`src/s5st_pkg.sv`:
```
// s5st_pkg: shared types and constants for the s5 sleep-type scanner
// used by every module under src; no dependencies
`timescale 1ns / 1ps

package s5st_pkg;

    localparam int          HEADER_BYTES_DEF = 36;

    localparam logic [31:0] PATTERN_WORD = 32'h5F53355F;   // "_S5_"
    localparam logic [7:0]  PKG_OPCODE   = 8'h12;
    localparam logic [7:0]  BYTE_PREFIX  = 8'h0A;
    localparam logic [31:0] OFFSET_MAX   = 32'hFFFF_FFFF;

    typedef enum logic [2:0] {
        PH_SEARCH   = 3'd0,
        PH_PKGOP    = 3'd1,
        PH_LEAD     = 3'd2,
        PH_SKIP     = 3'd3,
        PH_COUNT    = 3'd4,
        PH_ELEM     = 3'd5,
        PH_PREFIXED = 3'd6,
        PH_DONE     = 3'd7
    } s5st_phase_t;

    typedef struct packed {
        logic [7:0] data_byte;
        logic       last_byte;
    } s5st_item_t;

    typedef struct packed {
        logic [7:0] sleep_type;
        logic       found;
    } s5st_result_t;

endpackage

```
`src/s5st_in_reg.sv`:
```
// s5st_in_reg: input register stage holding one table byte
// depends on s5st_pkg
`timescale 1ns / 1ps

module s5st_in_reg
    import s5st_pkg::*;
(
    input  logic       aclk,
    input  logic       aresetn,
    input  logic       s_tvalid,
    output logic       s_tready,
    input  logic [7:0] s_tdata,     // [7:0] data_byte
    input  logic       s_tlast,     // last_byte
    input  logic       advance,
    output logic       item_valid,
    output s5st_item_t item
);

    logic       valid_reg, valid_next;
    s5st_item_t item_reg;

    assign s_tready   = !valid_reg || advance;
    assign item_valid = valid_reg;
    assign item       = item_reg;

    always_comb begin
        valid_next = valid_reg;
        if (s_tready) begin
            valid_next = s_tvalid;
        end
    end

    always_ff @(posedge aclk) begin
        if (!aresetn) begin
            valid_reg <= 1'b0;
        end else begin
            valid_reg <= valid_next;
        end
    end

    always_ff @(posedge aclk) begin
        if (s_tvalid && s_tready) begin
            item_reg.data_byte <= s_tdata;
            item_reg.last_byte <= s_tlast;
        end
    end

endmodule

```
`src/s5st_parser.sv`:
```
// s5st_parser: per-byte table parser, pattern search and package decode
// depends on s5st_pkg
`timescale 1ns / 1ps

module s5st_parser
    import s5st_pkg::*;
#(
    parameter int HEADER_BYTES = HEADER_BYTES_DEF
) (
    input  logic         aclk,
    input  logic         aresetn,
    input  logic         item_valid,
    input  s5st_item_t   item,
    input  logic         out_free,
    output logic         advance,
    output logic         res_valid,
    output s5st_result_t res
);

    localparam logic [31:0] MATCH_MIN = 32'(HEADER_BYTES) + 32'd3;

    s5st_phase_t phase_reg, phase_next;
    logic [31:0] off_reg, off_next;
    logic [31:0] len_reg, len_next;
    logic [23:0] recent_reg, recent_next;
    logic [1:0]  skip_reg, skip_next;
    logic        answered_reg, answered_next;

    logic        consume;
    logic [7:0]  b;
    logic [31:0] len_cur;
    logic [31:0] window;
    logic        active;
    logic        hit;
    logic        val_hit;

    assign advance = out_free;
    assign consume = item_valid && out_free;
    assign b       = item.data_byte;

    // length field sits at offsets 4..7, little-endian
    always_comb begin
        len_cur = len_reg;
        if (off_reg[31:2] == 30'd1) begin
            len_cur = len_reg | (32'(b) << {off_reg[1:0], 3'b000});
        end
    end

    assign window = {recent_reg, b};
    assign active = !answered_reg && (off_reg < len_cur);
    assign hit    = (window == PATTERN_WORD) && (off_reg >= MATCH_MIN) &&
                    (({1'b0, off_reg} + 33'd1) < {1'b0, len_cur});

    // outputs
    always_comb begin
        val_hit = 1'b0;
        if (consume && active) begin
            unique case (phase_reg)
                PH_ELEM:     val_hit = (b != BYTE_PREFIX);
                PH_PREFIXED: val_hit = 1'b1;
                default:     val_hit = 1'b0;
            endcase
        end
        res_valid      = val_hit || (consume && item.last_byte && !answered_reg);
        res.sleep_type = val_hit ? b : 8'd0;
        res.found      = val_hit;
    end

    // next state
    always_comb begin
        phase_next    = phase_reg;
        off_next      = off_reg;
        len_next      = len_reg;
        recent_next   = recent_reg;
        skip_next     = skip_reg;
        answered_next = answered_reg;
        if (consume) begin
            len_next = len_cur;
            if (active) begin
                unique case (phase_reg)
                    PH_SEARCH: begin
                        if (hit) begin
                            recent_next = '0;
                            phase_next  = PH_PKGOP;
                        end else begin
                            recent_next = window[23:0];
                        end
                    end
                    PH_PKGOP: begin
                        if (b == PKG_OPCODE) begin
                            phase_next = PH_LEAD;
                        end else begin
                            recent_next = '0;
                            phase_next  = PH_SEARCH;
                        end
                    end
                    PH_LEAD: begin
                        skip_next  = b[7:6];
                        phase_next = (b[7:6] != 2'd0) ? PH_SKIP : PH_COUNT;
                    end
                    PH_SKIP: begin
                        skip_next = skip_reg - 2'd1;
                        if (skip_reg == 2'd1) begin
                            phase_next = PH_COUNT;
                        end
                    end
                    PH_COUNT: phase_next = PH_ELEM;
                    PH_ELEM: begin
                        if (b == BYTE_PREFIX) begin
                            phase_next = PH_PREFIXED;
                        end else begin
                            answered_next = 1'b1;
                            phase_next    = PH_DONE;
                        end
                    end
                    PH_PREFIXED: begin
                        answered_next = 1'b1;
                        phase_next    = PH_DONE;
                    end
                    default: phase_next = phase_reg;
                endcase
            end
            if (off_reg != OFFSET_MAX) begin
                off_next = off_reg + 32'd1;
            end
            // final byte starts a fresh table
            if (item.last_byte) begin
                phase_next    = PH_SEARCH;
                off_next      = '0;
                len_next      = '0;
                recent_next   = '0;
                skip_next     = '0;
                answered_next = 1'b0;
            end
        end
    end

    always_ff @(posedge aclk) begin
        if (!aresetn) begin
            phase_reg    <= PH_SEARCH;
            off_reg      <= '0;
            len_reg      <= '0;
            recent_reg   <= '0;
            skip_reg     <= '0;
            answered_reg <= 1'b0;
        end else begin
            phase_reg    <= phase_next;
            off_reg      <= off_next;
            len_reg      <= len_next;
            recent_reg   <= recent_next;
            skip_reg     <= skip_next;
            answered_reg <= answered_next;
        end
    end

endmodule

```
`src/s5st_out_reg.sv`:
```
// s5st_out_reg: result register feeding the master stream
// depends on s5st_pkg
`timescale 1ns / 1ps

module s5st_out_reg
    import s5st_pkg::*;
(
    input  logic         aclk,
    input  logic         aresetn,
    input  logic         res_valid,
    input  s5st_result_t res,
    output logic         out_free,
    output logic         m_tvalid,
    input  logic         m_tready,
    output logic [7:0]   m_tdata,   // [7:0] sleep_type
    output logic         m_tuser    // found
);

    logic         valid_reg, valid_next;
    s5st_result_t res_reg;

    assign out_free = !valid_reg || m_tready;
    assign m_tvalid = valid_reg;
    assign m_tdata  = res_reg.sleep_type;
    assign m_tuser  = res_reg.found;

    always_comb begin
        valid_next = valid_reg;
        if (res_valid) begin
            valid_next = 1'b1;
        end else if (m_tready) begin
            valid_next = 1'b0;
        end
    end

    always_ff @(posedge aclk) begin
        if (!aresetn) begin
            valid_reg <= 1'b0;
        end else begin
            valid_reg <= valid_next;
        end
    end

    always_ff @(posedge aclk) begin
        if (res_valid) begin
            res_reg <= res;
        end
    end

endmodule

```
`src/aml_s5_sleep_type_scanner_core.sv`:
```
// aml_s5_sleep_type_scanner_core: top level of the s5 sleep-type scanner
// path: input register, parser, then result register, whose valid drives m_tvalid
// throughput: one byte per cycle while out_free, limited by the one parser update per byte
// at most one result per table, on the value byte or on the final byte
// reset: aresetn synchronous active low, clears both stage valids and all parser state
// depends on s5st_pkg, s5st_in_reg, s5st_parser, s5st_out_reg
`timescale 1ns / 1ps

module aml_s5_sleep_type_scanner_core
    import s5st_pkg::*;
#(
    parameter int HEADER_BYTES = HEADER_BYTES_DEF    // earliest offset of the pattern
) (
    input  logic       aclk,
    input  logic       aresetn,
    // byte stream in
    input  logic       s_tvalid,
    output logic       s_tready,
    input  logic [7:0] s_tdata,      // [7:0] data_byte
    input  logic       s_tlast,      // last_byte, final byte of the table
    // result stream out
    output logic       m_tvalid,
    input  logic       m_tready,
    output logic [7:0] m_tdata,      // [7:0] sleep_type
    output logic       m_tuser       // found
);

    // registered byte between input stage and parser
    logic         item_valid;
    s5st_item_t   item;
    // parser may consume when the result register has room this cycle
    logic         advance;
    logic         out_free;
    // parser result toward the output register
    logic         res_valid;
    s5st_result_t res;

    // input stage: takes a new transaction when empty or whenever the held byte moves on
    s5st_in_reg u_in_reg (
        .aclk       (aclk),
        .aresetn    (aresetn),
        .s_tvalid   (s_tvalid),
        .s_tready   (s_tready),
        .s_tdata    (s_tdata),
        .s_tlast    (s_tlast),
        .advance    (advance),
        .item_valid (item_valid),
        .item       (item)
    );

    // parser: length capture, pattern window, package decode, default on final byte
    s5st_parser #(
        .HEADER_BYTES (HEADER_BYTES)
    ) u_parser (
        .aclk       (aclk),
        .aresetn    (aresetn),
        .item_valid (item_valid),
        .item       (item),
        .out_free   (out_free),
        .advance    (advance),
        .res_valid  (res_valid),
        .res        (res)
    );

    // result register: holds one transaction while the sink stalls
    s5st_out_reg u_out_reg (
        .aclk      (aclk),
        .aresetn   (aresetn),
        .res_valid (res_valid),
        .res       (res),
        .out_free  (out_free),
        .m_tvalid  (m_tvalid),
        .m_tready  (m_tready),
        .m_tdata   (m_tdata),
        .m_tuser   (m_tuser)
    );

endmodule

```
`config.mk`:
```
export PLATFORM = sky130hd
export DESIGN_NAME = aml_s5_sleep_type_scanner_core
export DESIGN_NICKNAME = d
export VERILOG_FILES = /design/src/s5st_pkg.sv /design/src/s5st_in_reg.sv /design/src/s5st_parser.sv /design/src/s5st_out_reg.sv /design/src/aml_s5_sleep_type_scanner_core.sv
export SDC_FILE = /design/constraint.sdc
export NUM_CORES = 1
export LEC_CHECK = 0
export BUFFER_PORTS_ARGS = -buffer_cell sky130_fd_sc_hd__buf_2
export CORE_ASPECT_RATIO = 1.1
export CORE_MARGIN = 2
export CORE_UTILIZATION = 35
export CTS_BUF_LIST = sky130_fd_sc_hd__clkbuf_4
export CTS_CLUSTER_DIAMETER = 30
export DETAILED_ROUTE_END_ITERATION = 8
export SYNTH_ARGS = -nofsm -noshare
export SYNTH_HDL_FRONTEND = slang
export SYNTH_SLANG_ARGS = --single-unit
```
`constraint.sdc`:
```
create_clock -name aclk -period 13.71 [get_ports aclk]
set_clock_uncertainty 0.2 [all_clocks]
set_input_delay 0.6855 -clock aclk [delete_from_list [all_inputs] [get_ports aclk]]
set_output_delay 0.6855 -clock aclk [all_outputs]
set_load 0.01 [all_outputs]
```
# Word level (Yosys, flattened, before mapping)
# Index checks and enable logic that the tools add are counted.
# totals
register_bits,114
out_inout_bits,11
# op_classes
n_addsub,3
n_lt_le_gt_ge,3
n_eq_ne,17
shifts,1
muxes,28
bitwise,1
n_reduce_logical,28
# ops
operator,n
2-to-1 mux 32 bit,4
2-to-1 mux 24 bit,4
one-hot mux 24 bit (2 select lines),1
"adder 32 x 1 -> 33 bit, second input constant",1
less-than comparator 33 x 32 -> 1 bit,1
"adder 32 x 1 -> 32 bit, second input constant",1
"equality test 32 x 31 -> 1 bit, second input constant",1
"greater-or-equal comparator 32 x 6 -> 1 bit, second input constant",1
less-than comparator 32 bit,1
"!= test 32 bit, second input constant",1
bitwise OR 32 bit,1
<< shifter 8 x 5 -> 32 bit,1
"equality test 30 x 1 -> 1 bit, second input constant",1
one-hot mux 3 bit (7 select lines),1
2-to-1 mux 3 bit,5
"equality test 3 bit, second input constant",3
nonzero test 3 bit,3
"equality test 8 x 4 -> 1 bit, second input constant",1
"equality test 8 x 5 -> 1 bit, second input constant",1
logical AND 1 bit,8
"!= test 8 x 4 -> 1 bit, second input constant",1
AND reduction 4 bit,2
nonzero test 2 bit,4
nonzero test 8 bit,1
other kinds (16),32

# Depth between registers and ports, before layout
# Gate-level depths: netlist of run 1.
# depth
word_depth,9
ltp_mapped,19
depth_no_buf,16

# By module
# A second synthesis of run 1 with hierarchy kept.
# hier_totals
hier_cells,769
hier_area_um2,6731.5
# by_module_without_submodules
mod,instances,cells_per_inst,area_each_um2,seq_area_each_um2
s5st_parser,1,742,6084.6,1881.8
s5st_in_reg,1,14,327.8,290.3
s5st_out_reg,1,13,319.1,290.3

# Worst setup path after synthesis of run 1
# OpenSTA, ideal clock, no wires.
# synth_path
path_kind,register to register
from,register u_parser.off_reg[9]
to,register u_out_reg.res_reg (netlist bit u_out_reg.m_tdata[0]) (enable)
setup_ps,380
t_arrival_ps,4147
t_required_ps,13130
slack_ps,8983
path_stages_with_launch,16
path_buffers,2
synth_period_minus_slack_ps,4727
cell_sequence,dfxtp_1 -> buf_2 -> nor4_2 -> nand4_1 -> nor4_4 -> and3b_1 -> clkbuf_1 -> a21oi_1 -> ha_1 -> a2111oi_0 -> o21ai_0 -> a221oi_1 -> o31ai_1 -> o41ai_4 -> nand2_1 -> o22ai_1
# synth_via
elab_chain_cells,7
# synth_rtl
item,line_no,rtl
from (decl),s5st_parser.sv:23,"logic [31:0] off_reg, off_next;"
from (signal assigned),s5st_parser.sv:148,off_reg <= off_next;
equality test 30 x 1 -> 1 bit,s5st_parser.sv:44,if (off_reg[31:2] == 30'd1) begin
2-to-1 mux 32 bit,s5st_parser.sv:44,
less-than comparator 32 bit (*),s5st_parser.sv:50,assign active = !answered_reg && (off_reg < len_cur);
logical AND 1 bit (*),s5st_parser.sv:50,
logical AND 1 bit (*),s5st_parser.sv:57,if (consume && active) begin
2-to-1 mux 1 bit (*),s5st_parser.sv:57,
logical OR 1 bit (*),s5st_parser.sv:64,res_valid = val_hit || (consume && item.last_byte && !answered_reg);
via res_valid,aml_s5_sleep_type_scanner_core.sv:35,logic res_valid;
to (signal assigned),s5st_out_reg.sv:46,res_reg <= res;
to (decl),s5st_out_reg.sv:20,s5st_result_t res_reg;
# Mark *: on every way through the listed nets, which the timed path passes. The rest lies on a longest branch.
# A chain may end at the register's enable or synchronous reset.

# Worst setup path after layout of run 1
# layout_path
from,register u_parser.off_reg[11]
to,register u_parser.recent_reg[13]
# layout_via
elab_chain_cells,8
# layout_rtl
item,line_no,rtl
"parallel branches: the longest is 8 deep, another holds adder 32 x 1 -> 33 bit",n/a,
to (signal assigned),s5st_parser.sv:150,recent_reg <= recent_next;
to (decl),s5st_parser.sv:25,"logic [23:0] recent_reg, recent_next;"
# Parallel ways; which one is timed is not known. The select of a mux whose other input is x is not followed.

==> results.yml, run 1 <==
synthesis:
  yosysSeqAreaShare_pct: 36.9
  synthFlopType: "dfxtp_1"
  yosysUniqueCellTypes: 66
  syn_area_per_cell_um2: 8.71
  synth_edf_count: 18
  synthesis.nets: 838
  yosysWarnings: 0
  async_reset_ff_share_pct: 0
  synth-seq-cells: 114
  syn_inst: 765
  synthesis.area_um2: 6670
worst_setup_path:
  worstSetupPathType: "reg -> reg"
  cp_max_fo: 21
  start_kind: "register"
  critical_path_required_ns: 14.02
  worstPathArrival_ns: 6.14
  critPathSlowestCell: "and3b_1"
  endpoint_kind: "register"
  path_common_cell: "and3b_1"
  critical_path.max_stage_delay_ns: 0.62
  path_cells: "nor4_1, nand4_1, nor4_4, and3b_1, a21oi_1, ha_1, a2111oi_0, o21ai_0, a221oi_1, o31ai_1, o41ai_4, nand3_2, and3b_1, a22o_1"
  cp_top_family: "simple AND/OR/NAND/NOR gates"
  path_buf_inv: 0
finish:
  ff_latch_area_um2: 2460
  finalNetCount: 837
  final_common_cell: "dfxtp_1"
  fillers: 1883
  flow.area_growth_from_synthesis_pct: 8.35
  post-route-util_pct: 38.9
  layout_common_cells: "96 x dfxtp_1, 72 x nor2_1, 70 x o21ai_0"
  drive_gt1_share_pct: 9.27
  multi_input_area_um2: 3990
clock_tree:
  hold_buffers: 0
  cts-root-buf: "clkbuf_4"
  htreeDepth: 4
  cts_resized: 0
  cts_sinks: 114
  post_cts_buffers: 0
  cts_buffers: 17
  path_clk_slew_ns: 0.12
  clock_latency_ns: 0.57
  clock_path_buffers: 2
  cts_tree: "done"
sta:
  finalMaxSlewViolations: 0
  fin_crit_sh_pct: 42.5
  hold_viol: 0
  tightestPinTransition_ns: 1.15
  setup_violations: 0
  finalCriticalPeriod_ns: 5.83
  rsz0062_at_grt: "false"
  tns_ns: 0
  fin_ws_ns: 7.88
  slew_headroom_pct: 22.9
  clock.fmax_ghz: 0.172
die:
  rows: 52
  io_pins: 24
  start_util_pct: 35.9
  core_um2: 18500
  die_area_um2: 20200
  fp.dieW_um: 136
  chipHeight_um: 149
placement:
  dp_hpwl_um: 12400
  place_ws_ns: 7.94
  gp_congestion: 0.914
  port_buffers: 23
outcome:
  status: "finished, final reports clean"
global_route:
  grt_overflow: 0
  track_usage_pct: 18.7
  met2_usage_pct: 29.3
  busiest_layer: "met2"
  grt_use_met1_pct: 25.0
  grt_pass1_vias: 5390
  grt_pass1_wl_um: 28900
  antenna_found_initial: 1
  grt_max_degree: 42
  met3_usage_pct: 4.08
detailed_routing:
  drt_iter0_drc: 477
  postRouteAntennaNets: 0
  drt_wl_total_um: 18100
  drc: 0
  viasPerCell: 5.59
  via_count: 5707
  routedWlPerCell_um: 17.7
  drtPass1Iterations: 5
pwr:
  p_leak_uw: 0.00271
  peakVddDrop_mv: 0.0763
  powerDensity_nw_per_um2: 89.1
job:
  cap_violations: 0
hold_path:
  hold_path.class: "in -> reg"
[worst paths after layout]
check	startpoint	to	slack [ns]	cells after the start
min reg2reg	u_parser.recent_reg[3]$_SDFFE_PN0P_	u_parser.recent_reg[11]$_SDFFE_PN0P_	0.28	2
max reg2reg	u_parser.off_reg[11]$_SDFFE_PN0P_	u_parser.recent_reg[13]$_SDFFE_PN0P_	7.88	14
min	s_tdata[1]	u_in_reg.item[2]$_DFFE_PP_	0.08	1
max	u_parser.off_reg[11]$_SDFFE_PN0P_	u_parser.recent_reg[13]$_SDFFE_PN0P_	7.88	14
[report_power, final]
group,internal (uW),switching (uW)
Sequential,342,8.31
Clock,113,150
Combinational,9.80,20.0
Total,465,178
[per-stage QoR]
| step | total power, uW | std cells | hold slack (ns) | area [um2] |
|---|---|---|---|---|
| floorplan | 374 | 765 | 0.234 | 6670 |
| global placement | 387 | 988 | 0.249 | 6920 |
| detailed placement | 388 | 988 | 0.255 | 6920 |
| CTS | 651 | 1020 | 0.0473 | 7220 |
| global route | 671 | 1021 | 0.0366 | 7220 |
| finish | 643 | 1021 | 0.0837 | 7220 |
[kinds of logic (layout without fill, tap and decap cells)]
logic type                 after synthesis  in the layout  share of synthesized area [%]
other                                    0              1                              0
adders and majority gates               61             61                           11.4
muxes                                    2              2                          0.338
xor gates and xnor gates                31             31                           4.07
buffers and inverters                   52             64                           3.36
AOI/OAI and AO/OA                      218            218                           20.8
and+or+nand+nor                        287            287                           23.1
DFF                                    114            114                           36.9
[cells in the mapped netlist (all sizes together), types with 14 or more instances]
library cell,n,area share [%]
nand2,46,2.6
nand3,37,2.9
nor2,72,4.1
nor3,14,1.1
nand4,18,1.7
a21oi,52,3.9
a22oi,16,1.8
o21ai,71,5.3
ha,60,11
and2,15,1.4
nor2b,26,2.4
xnor2,22,2.9
edfxtp,18,8.1
clkbuf,36,2.0
a22o,15,2.0
dfxtp,96,29
[final cells by class]
cell class                      count  share of cell area (%)
Tap cell                          243                    4.21
Antenna cell                        1                  0.0347
Clock buffer                       17                    1.77
Inverter                            5                   0.260
Clock inverter                     15                    2.39
Multi-Input combinational cell    599                    55.2
Timing Repair Buffer               27                    2.01
Sequential cell                   114                    34.1
[layer usage]
layer / part of all wire, % / wire, um
met3: 5.0 / 911
met4: 2.2 / 397
met5: 0 / 0
met2: 46 / 8380
met1: 46 / 8380
Power figures use the tool's default switching activity.
==> run 2, diff against run 1 <==
ABC_AREA = 1   (was unset)
clock period = 5.65 ns   (was 13.71 ns; I/O delays follow)
==> results.yml, run 2 <==
worst_setup_path:
  worstPathArrival_ns: 5.13
  r2r_cells: 19
  cp_max_fo: 13
  worstSetupPathType: "reg -> reg"
  endpoint_kind: "register"
  reg2reg_slack_ns: 0.77
  critical_path_required_ns: 5.91
  start_kind: "register"
detailed_routing:
  drc: 0
  drt_wl_total_um: 19500
  via_count: 6512
  drt_iter0_drc: 382
  drtPass1Iterations: 7
  routedWlPerCell_um: 15.4
  viasPerCell: 5.16
  postRouteAntennaNets: 0
die:
  fp.dieW_um: 140
  core_um2: 19900
  chipHeight_um: 153
  io_pins: 24
  rows: 54
  die_area_um2: 21400
  start_util_pct: 35.6
finish:
  finalNetCount: 1069
  drive_gt1_share_pct: 9.51
  layout_common_cells: "201 x nand2_1, 136 x nor2_1, 96 x inv_1, 96 x dfxtp_1, 60 x ha_1"
  flow.area_growth_from_synthesis_pct: 10.9
  final_common_cell: "nand2_1"
  fillers: 2103
synthesis:
  yosysUniqueCellTypes: 48
  synthesis.nets: 1042
  synth_area_leaders: "dfxtp_1 27%, nand2_1 11%, ha_1 11%"
  synth_top_cell_by_area: "dfxtp_1"
  yosysWarnings: 0
  yosysSeqAreaShare_pct: 34.8
  synth_edf_count: 18
  async_reset_ff_share_pct: 0
  synthesis.area_um2: 7070
  synth_commonest_cells: "201 x nand2_1, 138 x nor2_1, 96 x dfxtp_1, 96 x inv_1, 60 x ha_1"
  synth-seq-cells: 114
  syn_inst: 969
  syn_area_per_cell_um2: 7.30
  synthFlopType: "dfxtp_1"
  synth.most_common_cell: "nand2_1"
  synth_top_area_share_pct: 27.2
sta:
  finalMaxSlewViolations: 0
  tns_ns: 0
  finalCriticalPeriod_ns: 4.88
  fin_crit_sh_pct: 86.3
  rsz0062_at_grt: "false"
  setup_violations: 0
  fin_ws_ns: 0.773
  slew_headroom_pct: 33.2
  clock.fmax_ghz: 0.205
  tightestPinTransition_ns: 1.00
  holdWs_ns: 0.258
  hold_viol: 0
global_route:
  busiest_layer: "met2"
  grt_pass1_vias: 6131
  antenna_found_initial: 1
  track_usage_pct: 18.3
  met3_usage_pct: 3.70
  grt_overflow: 0
  grt_max_degree: 33
  met2_usage_pct: 31.7
  grt_use_met1_pct: 23.0
  grt_pass1_wl_um: 31200
pwr:
  powerDensity_nw_per_um2: 207
  p_leak_uw: 0.00339
  peakVddDrop_mv: 0.160
clock_tree:
  cts-root-buf: "clkbuf_4"
  clock_path_buffers: 2
  path_clk_slew_ns: 0.12
  cts_tree: "done"
  cts_buffers: 17
  htreeDepth: 4
  clock_latency_ns: 0.54
  cts_sinks: 114
hold_path:
  hold_path.class: "in -> reg"
  holdPathStages: 2
placement:
  port_buffers: 23
  dp_hpwl_um: 14100
  place_ws_ns: 0.976
  gp_congestion: 0.899
job:
  cap_violations: 0
outcome:
  status: "finished, final reports clean"
==> run 2: per-layer routing <==
| layer | vias up | routed length [um] |
|---|---|---|
| met2 | 152 | 9490 |
| li1 | 3311 | - |
| met4 | 0 | 264 |
| met5 | - | 0 |
| met1 | 3029 | 8880 |
| met3 | 20 | 824 |
==> run 2: repair_timing <==
action,CTS,global route
hold buffers,15,0
endpoints found under the setup margin,0,0
setup buffers,0,0
resized for setup,0,0
endpoints found under the hold margin,24,0
==> run 2: cells by family (layout without fill, tap and decap cells) <==
kind of cell	after synthesis	after routing	synth area share [%]
and+or+nand+nor	500	500	32.0
AOI/OAI and AO/OA	125	125	10.9
DFF	114	114	34.8
other	0	1	0
xor gates and xnor gates	29	29	3.70
buffers and inverters	141	181	7.99
adders and majority gates	60	60	10.6
==> run 2: worst paths after layout <==
path / start / endpoint
setup / recovery: u_parser.off_reg[12]$_SDFFE_PN0P_ / u_out_reg.m_tvalid$_SDFFE_PN0P_
hold / removal: s_tlast / u_in_reg.item[0]$_DFFE_PP_
hold reg to reg: u_parser.recent_reg[23]$_SDFFE_PN0P_ / u_parser.recent_reg[23]$_SDFFE_PN0P_
setup reg to reg: u_parser.off_reg[12]$_SDFFE_PN0P_ / u_out_reg.m_tvalid$_SDFFE_PN0P_
==> run 2: final cells by class <==
class                      instances  area, um2  share of cell area [%]
tap                              252        315                    4.02
multi-input combinational        714       4050                    51.7
timing repair buffer              48        340                    4.34
clock inverter                    15        165                    2.11
clock buffer                      17        128                    1.63
antenna                            1       2.50                  0.0319
inverter                         101        379                    4.83
sequential                       114       2460                    31.4
==> run 2: critical path, stage by stage (launching register included) <==
cell and delay [ns]:
dfxtp_1 0.39, inv_1 0.13, nand2_1 0.08, nor2_1 0.13, nand2_1 0.07, nor2_1 0.24
nand2_1 0.09, nor2_1 0.30, buf_4 0.25, a31oi_1 0.15, ha_1 0.35, nand2_1 0.07
or4_1 0.58, nor4_1 0.40, nand2_2 0.17, nand3_1 0.40, nand3_1 0.14, nand2_1 0.09
dlygate4sd3_1 0.55, inv_1 0.04
==> run 2: through the flow <==
stage / cell area [um2] / utilization [%] / std cells / total power (uW)
floorplan: 7070 / - / 969 / 951
global placement: 7400 / 37.2 / 1214 / 990
detailed placement: 7400 / 37.2 / 1214 / 991
CTS: 7840 / 39.5 / 1261 / 1640
global route: 7840 / 39.5 / 1262 / 1700
finish: 7840 / 39.5 / 1262 / 1630
==> run 2: report_power, final <==
part | switching [uW] | internal (uW)
Clock | 343 | 302
Combinational | 81.5 | 38.3
Sequential | 23.2 | 839
Total | 448 | 1180
